<file path="config.mk">
export PLATFORM = sky130hd
export DESIGN_NAME = stk_cfg
export DESIGN_NICKNAME = d
export VERILOG_FILES = /design/src/hdl/stk_pkg.sv /design/src/hdl/stk_cfg.sv
export SDC_FILE = /design/constraint.sdc
export NUM_CORES = 1
export LEC_CHECK = 0
export ABC_AREA = 1
export BUFFER_PORTS_ARGS = -buffer_cell sky130_fd_sc_hd__buf_2
export CAP_MARGIN = 30
export CORE_UTILIZATION = 25
export CTS_CLUSTER_SIZE = 30
export DETAILED_ROUTE_END_ITERATION = 8
export PLACE_DENSITY_LB_ADDON = 0.08
export SLEW_MARGIN = 0
export SYNTH_ARGS = -nofsm -noshare
export SYNTH_HDL_FRONTEND = slang
export SYNTH_SLANG_ARGS = --single-unit
</file>
<file path="constraint.sdc">
create_clock -name clk -period 1.2 [get_ports clk]
set_clock_uncertainty 0.15 [all_clocks]
set_input_delay 0.12 -clock clk [delete_from_list [all_inputs] [get_ports clk]]
set_output_delay 0.12 -clock clk [all_outputs]
set_load 0.005 [all_outputs]
</file>
<file path="src/hdl/stk_pkg.sv">
// ----------------------------------------------------------------------------
// stk_pkg: shared types and constants for the STK500v1 upload sequencer
// Opcode bytes, reply bytes, operation and status codes, register indexes,
// register reset values and the configuration bundle.
// ----------------------------------------------------------------------------
package stk_pkg;

	// default geometry
	localparam int PAGE_BYTES_DEF      = 128;
	localparam int MAX_IMAGE_BYTES_DEF = 65536;

	// item field widths
	localparam int OP_W    = 2;
	localparam int SIZE_W  = 17;
	localparam int BYTE_W  = 8;
	localparam int ADDR_W  = 16;
	localparam int STAT_W  = 3;
	localparam int PIDX_W  = 8;
	localparam int ATT_W   = 7;
	localparam int TMR_W   = 12;

	// configuration port
	localparam int CFG_IDX_W  = 3;
	localparam int CFG_DATA_W = 12;

	// register reset values
	localparam logic [7:0]  QUIET_RST     = 8'd5;
	localparam logic [9:0]  SYNC_WAIT_RST = 10'd80;
	localparam logic [11:0] REPLY_WAIT_RST = 12'd1000;
	localparam logic [7:0]  GAP_RST       = 8'd10;
	localparam logic [6:0]  ATTEMPTS_RST  = 7'd64;

	// protocol bytes
	localparam logic [7:0] CMD_GET_SYNC   = 8'h30;
	localparam logic [7:0] CMD_ENTER_PROG = 8'h50;
	localparam logic [7:0] CMD_LEAVE_PROG = 8'h51;
	localparam logic [7:0] CMD_LOAD_ADDR  = 8'h55;
	localparam logic [7:0] CMD_PROG_PAGE  = 8'h64;
	localparam logic [7:0] MEM_FLASH      = 8'h46;
	localparam logic [7:0] SYNC_EOP       = 8'h20;
	localparam logic [7:0] RESP_INSYNC    = 8'h14;
	localparam logic [7:0] RESP_OK        = 8'h10;
	localparam logic [7:0] PAD_BYTE       = 8'hFF;

	localparam logic [TMR_W-1:0] TMR_MAX = '1;
	localparam logic [ATT_W-1:0] ATT_MAX = '1;

	typedef enum logic [OP_W-1:0] {
		OP_START = 2'd0,
		OP_RX    = 2'd1,
		OP_TICK  = 2'd2,
		OP_SLOT  = 2'd3
	} op_t;

	typedef enum logic [STAT_W-1:0] {
		ST_IDLE     = 3'd0,
		ST_BUSY     = 3'd1,
		ST_DONE     = 3'd2,
		ST_SYNC_ERR = 3'd3,
		ST_CMD_ERR  = 3'd4
	} status_t;

	typedef enum logic [CFG_IDX_W-1:0] {
		CFG_QUIET      = 3'd0,
		CFG_SYNC_WAIT  = 3'd1,
		CFG_REPLY_WAIT = 3'd2,
		CFG_GAP        = 3'd3,
		CFG_ATTEMPTS   = 3'd4
	} cfg_idx_t;

	typedef struct packed {
		logic [7:0]  quiet_ticks;
		logic [9:0]  sync_wait_ticks;
		logic [11:0] reply_wait_ticks;
		logic [7:0]  retry_gap_ticks;
		logic [6:0]  sync_attempts;
	} cfg_t;

endpackage

</file>
<file path="src/hdl/stk_cfg.sv">
// ----------------------------------------------------------------------------
// stk_cfg: configuration register bank
// Write-only timing and retry registers; unknown indexes are dropped.
// ----------------------------------------------------------------------------
module stk_cfg
	import stk_pkg::*;
(
	input  logic                  clk,
	input  logic                  arst_n,
	input  logic                  we,
	input  logic [CFG_IDX_W-1:0]  index,
	input  logic [CFG_DATA_W-1:0] data,
	output cfg_t                  cfg
);

	cfg_t cfg_q;

	// register writes
	always_ff @(posedge clk or negedge arst_n) begin
		if (!arst_n) begin
			cfg_q.quiet_ticks      <= QUIET_RST;
			cfg_q.sync_wait_ticks  <= SYNC_WAIT_RST;
			cfg_q.reply_wait_ticks <= REPLY_WAIT_RST;
			cfg_q.retry_gap_ticks  <= GAP_RST;
			cfg_q.sync_attempts    <= ATTEMPTS_RST;
		end else if (we) begin
			case (cfg_idx_t'(index))
				CFG_QUIET:      cfg_q.quiet_ticks      <= data[7:0];
				CFG_SYNC_WAIT:  cfg_q.sync_wait_ticks  <= data[9:0];
				CFG_REPLY_WAIT: cfg_q.reply_wait_ticks <= data[11:0];
				CFG_GAP:        cfg_q.retry_gap_ticks  <= data[7:0];
				CFG_ATTEMPTS:   cfg_q.sync_attempts    <= data[6:0];
				default: ;
			endcase
		end
	end

	assign cfg = cfg_q;

endmodule
</file>
* Yosys cells after proc, flatten, opt, wreduce, memory -nomap -nowiden *
Index checks and enable logic that the tools add are counted.

word-level totals
  latch bits = 0
  register bits = 45
  bits in writable memories = 0
  bits in read-only memories = 0
  output and inout bits = 45
  memories = 0
  bits of input ports = 18

operators by class
  shift-type cells = 0
  order comparisons = 0
  div/mod/pow operators = 0
  add/subtract/negate cells = 0
  reductions and logical operators = 6
  multipliers = 0
  multiplexer cells = 0
  bitwise logic cells = 0
  eq/ne operators = 4

operator list
  cell                count
  $reduce_and 2->1    5
  $eq 3x2->1 const B  2
  $eq 3x1->1 const B  1
  $eq 3x3->1 const B  1
  $logic_not 3->1     1

* Logic depth before layout (Yosys ltp) *
Gate-level depths: netlist (run 1).

  depth after elaboration = 2
  mapped depth = 6
  mapped depth without buffers = 5

* Worst setup path before layout (run 1) *
Ideal clock, no wire load.

  kind = input to register
  start point = input port index[0]
  end point = register cfg_q, in the netlist cfg[38]
  setup time = 0.117 ns
  slack = 0.299 ns
  arrival = 0.634 ns
  cell stages on the path = 4
  cell sequence = nor2_2 -> nand2_1 -> nand2_1 -> nand2_1

on the way
  cells in the longest elaborated chain, start to end = 2

RTL lines
  item                               line           text
  start, declared                    stk_cfg.sv:11  input logic [CFG_IDX_W-1:0] index,
  $logic_not 3->1                    stk_cfg.sv:27  case (cfg_idx_t'(index))
  $reduce_and 2->1 (no source line)  -
  end, declared                      stk_cfg.sv:16  cfg_t cfg_q;

Every way passes these cells.
A chain may end at the register's enable or synchronous reset.

* Final worst setup path (run 1) *
  start point = register cfg_q, in the netlist cfg[6]
  end point = output port cfg[6] in the netlist's numbering

RTL lines
  item           line           text
  end, declared  stk_cfg.sv:13  output cfg_t cfg

No word-level cell between the ends.

==> results of run 1 <==
[routing by layer]
layer  vias to the layer above  part of all wire, %  global-route usage [%]
met5                         -                    0                       0
met4                         0                 0.36                    3.13
met3                         2                  4.8                    3.32
met2                        54                   47                    22.8
met1                       741                   48                    20.8
li1                        816                    -                       -
[logic make-up after synthesis]
kind of cell / share of synthesized area, %
buf+inv: 3.76
flops: 62.5
simple gates: 33.7
[cell usage in the layout, fill, tap and decap left out]
cell / Yosys / routed
nor2_1: 1 / 1
buf_12: 0 / 1
clkbuf_8: 0 / 6
dfstp_2: 13 / 13
buf_6: 1 / 8
buf_2: 4 / 54
nor2_2: 3 / 3
clkbuf_1: 0 / 2
nand2_1: 106 / 106
dfrtp_1: 32 / 32
buf_4: 2 / 7
inv_1: 6 / 6
nand3_1: 37 / 37
nor2_4: 1 / 1
dlygate4sd3_1: 0 / 13
[worst max-delay path by stage]
stage | from | slack (ns) | end | cells past startpoint
6_report | cfg[6]$_DFFE_PN1P_ | -0.0009 | cfg[6] | 1
2_1_floorplan | index[0] | 0.30 | cfg[38]$_DFFE_PN0P_ | 4
3_5_place_dp | index[0] | 0.08 | cfg[38]$_DFFE_PN0P_ | 5
5_1_grt | cfg[39]$_DFFE_PN1P_ | -0.04 | cfg[39] | 1
4_1_cts | cfg[10]$_DFFE_PN1P_ | -0.02 | cfg[10] | 1
3_3_place_gp | index[0] | 0.08 | cfg[38]$_DFFE_PN0P_ | 5
[cell type report]
| cell class | instances | area, sq um | share of cell area (%) |
|---|---|---|---|
| Clock buffer | 8 | 90.1 | 3.53 |
| Tap cell | 96 | 120 | 4.70 |
| Inverter | 6 | 22.5 | 0.881 |
| Timing Repair Buffer | 83 | 563 | 22.0 |
| Sequential cell | 45 | 1140 | 44.7 |
| Multi-Input combinational cell | 148 | 617 | 24.1 |
[stage by stage]
stage	instances	TNS, ns	area (sq um)
final	386	-0.00159	2550
after global routing	386	-0.427	2550
after CTS	386	-0.115	2520
after detailed placement	365	0	2280
after global placement	365	0	2280
after floorplan	206	0	1830
[worst reg2reg max path, delay by kind of cell, from the launching register on]
family,cells,cell delay [ns]
and+or+nand+nor,2,0.12
DFF,1,0.54
[power breakdown]
part | leakage, nW | total, mW | switching (mW) | internal (mW)
combinational | 0.814 | 0.834 | 0.404 | 0.430
clock | 0.0455 | 0.964 | 0.494 | 0.471
sequential | 0.539 | 2.03 | 0.166 | 1.86
[what timing repair did]
| item | in CTS | in global routing |
|---|---|---|
| setup endpoints to repair | 13 | 13 |
| resized for setup | 2 | 6 |
| hold buffers | 13 | 0 |
| hold endpoints to repair | 74 | 0 |
==> flow_summary.json, run 1 <==
{
  "synth_area_leaders": "dfrtp_1 44%, nand2_1 22%, dfstp_2 19%, nand3_1 10%, inv_1 1.2%",
  "layout-drive-gt1-share_pct": 32.1,
  "synth_edf_count": 0,
  "yosysSeqAreaShare_pct": 62.5,
  "synth.distinct_cells": 11,
  "cap_violations": 0,
  "die_area_sq_um": 7660,
  "post_cts.repair.setup_buffers": 0,
  "nets": 307,
  "period_minus_slack_ns": 1.20,
  "largest_reg_flops": 45,
  "required_ns": 0.93,
  "rsz0062_at_grt": "yes",
  "r2r_slack_ns": 0.33,
  "violations": "setup timing",
  "synth_most_common_cell": "nand2_1",
  "async_flop_share_pct": 100,
  "min_path_type": "input pin to register",
  "vias_per_cell": 4.18,
  "hold_end": "cfg[10]$_DFFE_PN1P_",
  "route.detailed.wl_per_inst_um": 13.6,
  "hold_path_depth": 5,
  "min_from": "we",
  "dp_hpwl_um": 3500,
  "grt_max_degree": 46,
  "die_w_um": 87.5,
  "avgSynthCellArea_sq_um": 8.87,
  "drc": 0,
  "p_per_area_nw_per_um2": 1500,
  "gp_congestion": 0.658,
  "io_buffer_count": 62,
  "utilization_pct": 36.8,
  "antenna_found_initial": 0,
  "power.leakage_nw": 1.40,
  "drtIter0Drc": 96,
  "cpMaxStageDelayCell": "dfstp_2",
  "start_util_pct": 26.3,
  "grt_pass1_wl_um": 8250,
  "crit_buf_inv": 1,
  "drv_slew": 0,
  "dp_slack_ns": 0.0843,
  "cts_inserted_buffers": 5,
  "worstMarginPinSlew_ns": 0.339,
  "vias": 1613,
  "setup_violations": 2,
  "max_slew_margin_pct": 77.4,
  "syn_nets": 224,
  "cp_cell_sequence": "buf_6",
  "timing.hold.ws_ns": 0.0498,
  "r2r_cells": 2,
  "synth_cells": 206,
  "n_antenna_cell": 0,
  "grt_usage_pct": 14.6,
  "rr_startpoint": "cfg[8]$_DFFE_PN1P_",
  "synth_seq_cells": 45,
  "overflow": 0,
  "crit_type": "register to output pin",
  "crit_fanout": 2,
  "fmax_ghz": 0.833,
  "netlist_top_cells_count": "106 x nand2_1, 37 x nand3_1, 32 x dfrtp_1",
  "die_y_um": 87.5,
  "r2r_end": "cfg[8]$_DFFE_PN1P_",
  "clk_latency_ns": 0.28,
  "clock_sinks": 45,
  "arrival_ns": 0.93,
  "htree_levels": 2,
  "drt-total-wl_um": 5270,
  "path_clk_slew_ns": 0.09,
  "hold_violations": 0,
  "cp-start-kind": "register",
  "cts_tree": "built",
  "crit_family": "flip-flops",
  "cts-root-buf": "clkbuf_8",
  "fp-row-count": 30,
  "fin_ws_ns": -0.000902,
  "synth_top_area_share_pct": 43.8,
  "synth_area_sq_um": 1830,
  "nFillCells": 752,
  "cp-end-kind": "output pin",
  "status": "finished, violations left",
  "cts_max_path_buffers": 2,
  "ys.flop_type": "dfrtp_1",
  "synth_top_area_cell": "dfrtp_1",
  "p_total_mw": 3.82,
  "area_growth_pct": 39.8,
  "critPathMaxStageDelay_ns": 0.55,
  "grt_pass1_vias": 1519,
  "period_share_pct": 100,
  "io_pins": 63,
  "dr.pass1.iters": 5,
  "ant_nets": 0,
  "synth_warnings": 0,
  "ir_worst_vdd_mv": 0.852,
  "core_sq_um": 6940
}
No activity file was read; power rests on OpenSTA's default activity.
==> run 2, diff against run 1 <==
--- a/config.mk
+++ b/config.mk
@@ -8,10 +8,14 @@
 export ABC_AREA = 1
 export BUFFER_PORTS_ARGS = -buffer_cell sky130_fd_sc_hd__buf_2
 export CAP_MARGIN = 30
+export CELL_PAD_IN_SITES_DETAIL_PLACEMENT = 0
+export CELL_PAD_IN_SITES_GLOBAL_PLACEMENT = 1
 export CORE_UTILIZATION = 25
 export CTS_CLUSTER_SIZE = 30
 export DETAILED_ROUTE_END_ITERATION = 8
+export MAX_ROUTING_LAYER = met4
 export PLACE_DENSITY_LB_ADDON = 0.08
+export SKIP_LAST_GASP = 1
 export SLEW_MARGIN = 0
 export SYNTH_ARGS = -nofsm -noshare
 export SYNTH_HDL_FRONTEND = slang
==> flow_summary.json, run 2 (synthesis gave the netlist of run 1 again) <==
{
  "met2_usage_pct": 23.2,
  "core_sq_um": 6940,
  "p_clk_share_pct": 29.3,
  "start_util_pct": 26.3,
  "power.leakage_nw": 1.43,
  "cp-end-kind": "output pin",
  "drt-total-wl_um": 5250,
  "fin_area_sq_um": 2590,
  "fmax_ghz": 0.824,
  "path_clk_slew_ns": 0.09,
  "die_w_um": 87.5,
  "area_growth_pct": 41.8,
  "ant_nets": 0,
  "nets": 311,
  "io_buffer_count": 62,
  "crit_fanout": 2,
  "ir_worst_vdd_mv": 0.479,
  "grt_busiest_layer": "met2",
  "largest_reg_flops": 45,
  "drv_slew": 0,
  "p_total_mw": 4.04,
  "fin_ws_ns": -0.0142,
  "overflow": 0,
  "vias_per_cell": 4.18,
  "cp-start-kind": "register",
  "drtIter0Drc": 69,
  "grt_use_met3_pct": 2.75,
  "seq_power_share_pct": 49.9,
  "antenna_found_initial": 0,
  "clock_sinks": 45,
  "layout_commonest_cell": "nand2_1",
  "setup_violations": 7,
  "vias": 1630,
  "drc": 0,
  "status": "finished, violations left",
  "required_ns": 0.93,
  "worstMarginPinSlew_ns": 0.336,
  "grt_usage_pct": 15.3,
  "fp-row-count": 30,
  "p_int_mw": 2.97,
  "period_minus_slack_ns": 1.21,
  "cp_cell_sequence": "buf_2",
  "clk_latency_ns": 0.29,
  "cap_violations": 0,
  "p_comb_share_pct": 20.8,
  "arrival_ns": 0.94,
  "n_antenna_cell": 0,
  "rsz0062_at_grt": "yes",
  "violations": "setup timing",
  "nFillCells": 750,
  "layout-drive-gt1-share_pct": 33.3,
  "switching_share_pct": 26.7,
  "cts-root-buf": "clkbuf_8",
  "crit_family": "flip-flops",
  "min_path_type": "input pin to register",
  "grt_pass1_vias": 1568,
  "io_pins": 63,
  "p_per_area_nw_per_um2": 1560,
  "dp_slack_ns": 0.0318,
  "grt_use_met1_pct": 20.8,
  "cts_max_path_buffers": 2,
  "crit_buf_inv": 1,
  "crit_type": "register to output pin",
  "period_share_pct": 101,
  "switching_power_mw": 1.08,
  "grt_pass1_wl_um": 8420,
  "grt_max_degree": 46,
  "die_y_um": 87.5,
  "critPathMaxStageDelay_ns": 0.54,
  "route.detailed.wl_per_inst_um": 13.5,
  "placed_cell_area_sq_um": 2300,
  "die_area_sq_um": 7660,
  "cts_tree": "built",
  "htree_levels": 2,
  "max_slew_margin_pct": 77.6,
  "gp_congestion": 0.689,
  "layout_common_cells": "106 x nand2_1, 57 x buf_2, 37 x nand3_1, 32 x dfrtp_1",
  "dp_hpwl_um": 3620,
  "cpMaxStageDelayCell": "dfstp_2",
  "hold_violations": 0,
  "cts_inserted_buffers": 5,
  "dr.pass1.iters": 4
}
-- run 2: cell types whose count changed in the layout (fill, tap and decap cells not counted) --
cell | before | now
buf_6 | 8 | 5
clkbuf_1 | 2 | 1
buf_4 | 7 | 11
bufinv_16 | 0 | 1
buf_2 | 54 | 57
-- run 2: metrics by stage --
stage          hold slack, ns  TNS [ns]  util (%)  instances
4_1_cts                0.0427    -0.212      36.9        390
2_1_floorplan          -0.326         0         -        206
3_5_place_dp          -0.0245         0      33.1        367
5_1_grt                0.0773    -0.397      37.3        390
3_3_place_gp          -0.0222         0      33.1        367
6_report               0.0549   -0.0380      37.3        390
-- run 2: power by group through the flow --
stage	sequential [mW]	clock [mW]	combinational, mW
6_report	2.02	1.19	0.840
5_1_grt	2.06	1.28	0.963
4_1_cts	2.02	1.23	0.825
3_5_place_dp	2.04	0	0.770
3_3_place_gp	2.04	0	0.761
2_1_floorplan	2.06	0	0.281
-- run 2: metal layers --
layer,vias to the layer above,wire (um)
met4,0,48
met1,750,2640
met3,6,203
li1,824,-
met2,50,2360
met5,-,0
-- run 2: final cells by class --
type | instances | area [sq um] | share of cell area, %
clock inverters | 1 | 30.0 | 1.16
inverters | 6 | 22.5 | 0.869
clock buffers | 7 | 86.3 | 3.33
repair buffers | 87 | 574 | 22.2
well taps | 96 | 120 | 4.63
flip-flops and latches | 45 | 1140 | 44.1
multi-input cells | 148 | 617 | 23.8
-- run 2: path summary, 6_finish.rpt --
| path | start | to | slack (ns) | cells after the start |
|---|---|---|---|---|
| max | cfg[8]$_DFFE_PN1P_ | cfg[8] | -0.01 | 1 |
| min | we | cfg[8]$_DFFE_PN1P_ | 0.05 | 5 |
| max reg2reg | cfg[31]$_DFFE_PN1P_ | cfg[31]$_DFFE_PN1P_ | 0.24 | 3 |
| min reg2reg | cfg[21]$_DFFE_PN1P_ | cfg[21]$_DFFE_PN1P_ | 0.31 | 2 |
| max in group asynchronous | arst_n | cfg[6]$_DFFE_PN1P_ | 0.43 | 3 |
| min in group asynchronous | arst_n | cfg[25]$_DFFE_PN0P_ | 0.18 | 3 |
-- run 2: what timing repair did --
action,CTS,global route
hold buffers,13,0
setup endpoints to repair,13,13
gates cloned,0,0
endpoints found under the hold margin,78,0
buffers inserted,2,0
gates resized for setup,0,5
==> run 3, diff against run 2 <==
--- a/config.mk
+++ b/config.mk
@@ -8,8 +8,7 @@
 export ABC_AREA = 1
 export BUFFER_PORTS_ARGS = -buffer_cell sky130_fd_sc_hd__buf_2
 export CAP_MARGIN = 30
-export CELL_PAD_IN_SITES_DETAIL_PLACEMENT = 0
-export CELL_PAD_IN_SITES_GLOBAL_PLACEMENT = 1
+export CORE_MARGIN = 4
 export CORE_UTILIZATION = 25
 export CTS_CLUSTER_SIZE = 30
 export DETAILED_ROUTE_END_ITERATION = 8
==> flow_summary.json, run 3 (synthesis gave the netlist of run 1 again) <==
{
  "grt_pass1_vias": 1663,
  "fmax_ghz": 0.828,
  "antenna_found_initial": 0,
  "timing.hold.ws_ns": 0.132,
  "area_growth_pct": 42.2,
  "period_minus_slack_ns": 1.21,
  "cp-start-kind": "register",
  "largest_reg_flops": 45,
  "min_path_type": "input pin to register",
  "vias_per_cell": 4.23,
  "core_sq_um": 6940,
  "io_pins": 63,
  "grt_max_degree": 20,
  "n_antenna_cell": 0,
  "die_y_um": 93.5,
  "crit_family": "flip-flops",
  "arrival_ns": 0.94,
  "layout_commonest_cell": "nand2_1",
  "cp_cell_sequence": "buf_2",
  "path_depth": 1,
  "hold_end": "cfg[33]$_DFFE_PN1P_",
  "drtIter0Drc": 37,
  "worstMarginPinSlew_ns": 0.389,
  "p_per_area_nw_per_um2": 1470,
  "rsz0062_at_grt": "yes",
  "layout-drive-gt1-share_pct": 33.6,
  "layout_common_cells": "106 x nand2_1, 57 x buf_2, 37 x nand3_1, 32 x dfrtp_1, 14 x buf_4",
  "drt-total-wl_um": 5680,
  "max_slew_margin_pct": 74.1,
  "route.detailed.wl_per_inst_um": 14.4,
  "drc": 0,
  "crit_buf_inv": 1,
  "cts_max_path_buffers": 2,
  "cpMaxStageDelayCell": "dfstp_2",
  "met2_usage_pct": 19.4,
  "cts-root-buf": "clkbuf_8",
  "cap_violations": 0,
  "gp_congestion": 0.737,
  "setup_violations": 4,
  "fp-row-count": 30,
  "crit_fanout": 2,
  "overflow": 0,
  "cts_inserted_buffers": 5,
  "path_clk_slew_ns": 0.08,
  "status": "finished, violations left",
  "ir_worst_vdd_mv": 0.523,
  "r2r_end": "cfg[33]$_DFFE_PN1P_",
  "grt_pass1_wl_um": 9160,
  "drv_slew": 0,
  "die_w_um": 93.5,
  "clk_latency_ns": 0.29,
  "dp_slack_ns": 0.0313,
  "dr.pass1.iters": 5,
  "r2r_slack_ns": 0.26,
  "nets": 315,
  "dp_hpwl_um": 3900,
  "period_share_pct": 101,
  "die_area_sq_um": 8740,
  "grt_use_met1_pct": 20.8,
  "cts_tree": "built",
  "start_util_pct": 26.3,
  "grt_use_met3_pct": 3.14,
  "vias": 1665,
  "hold_violations": 0,
  "critPathMaxStageDelay_ns": 0.54,
  "ant_nets": 0,
  "io_buffer_count": 62,
  "r2r_cells": 3,
  "hold_path_depth": 5,
  "fin_ws_ns": -0.00792,
  "violations": "setup timing",
  "grt_busiest_layer": "met1",
  "crit_type": "register to output pin",
  "power.leakage_nw": 1.43,
  "rr_startpoint": "cfg[33]$_DFFE_PN1P_",
  "htree_levels": 2,
  "min_from": "index[1]",
  "cp-end-kind": "output pin",
  "clock_sinks": 45,
  "required_ns": 0.93,
  "grt_usage_pct": 14.1
}
[run 3: layout make-up]
cell class | count | area, sq um
Tap cell | 96 | 120
Multi-Input combinational cell | 148 | 617
Fill cell | 744 | 4350
Timing Repair Buffer | 91 | 617
Sequential cell | 45 | 1140
Clock buffer | 8 | 80.1
Inverter | 6 | 22.5
[run 3: per-stage QoR]
stage	setup TNS [ns]	power [mW]	area (sq um)	util (%)	std cells
floorplan	0	2.34	1830	-	206
global placement	0	2.83	2330	33.6	370
detailed placement	0	2.84	2330	33.6	370
CTS	-0.224	3.85	2570	37.0	393
global route	-0.423	4.08	2600	37.4	394
finish	-0.0159	3.81	2600	37.4	394
[run 3: repair_timing]
item / 4_1_cts / 5_1_grt
pin swaps: 0 / 0
hold buffers: 13 / 0
hold endpoints to repair: 63 / 0
gates resized for setup: 1 / 4
buffers inserted: 2 / 1
endpoints found under the setup margin: 13 / 13
[run 3: worst max path at each step]
stage	slack, ns	start	endpoint
2_1_floorplan	0.30	index[0]	cfg[38]$_DFFE_PN0P_
3_5_place_dp	0.03	we	cfg[35]$_DFFE_PN0P_
3_3_place_gp	0.06	we	cfg[36]$_DFFE_PN0P_
5_1_grt	-0.06	cfg[37]$_DFFE_PN1P_	cfg[37]
6_report	-0.008	cfg[20]$_DFFE_PN1P_	cfg[20]
4_1_cts	-0.03	cfg[10]$_DFFE_PN1P_	cfg[10]
[run 3: where the power goes]
group / leakage (nW) / switching [mW] / internal (mW)
sequential: 0.539 / 0.161 / 1.86
combinational: 0.855 / 0.426 / 0.443
clock: 0.0395 / 0.509 / 0.415
[run 3: metal layers]
metal  part of all wire (%)  up-vias
met5                      0        -
met1                     49      780
met2                     44       52
li1                       -      830
met3                    6.3        3
met4                   0.44        0
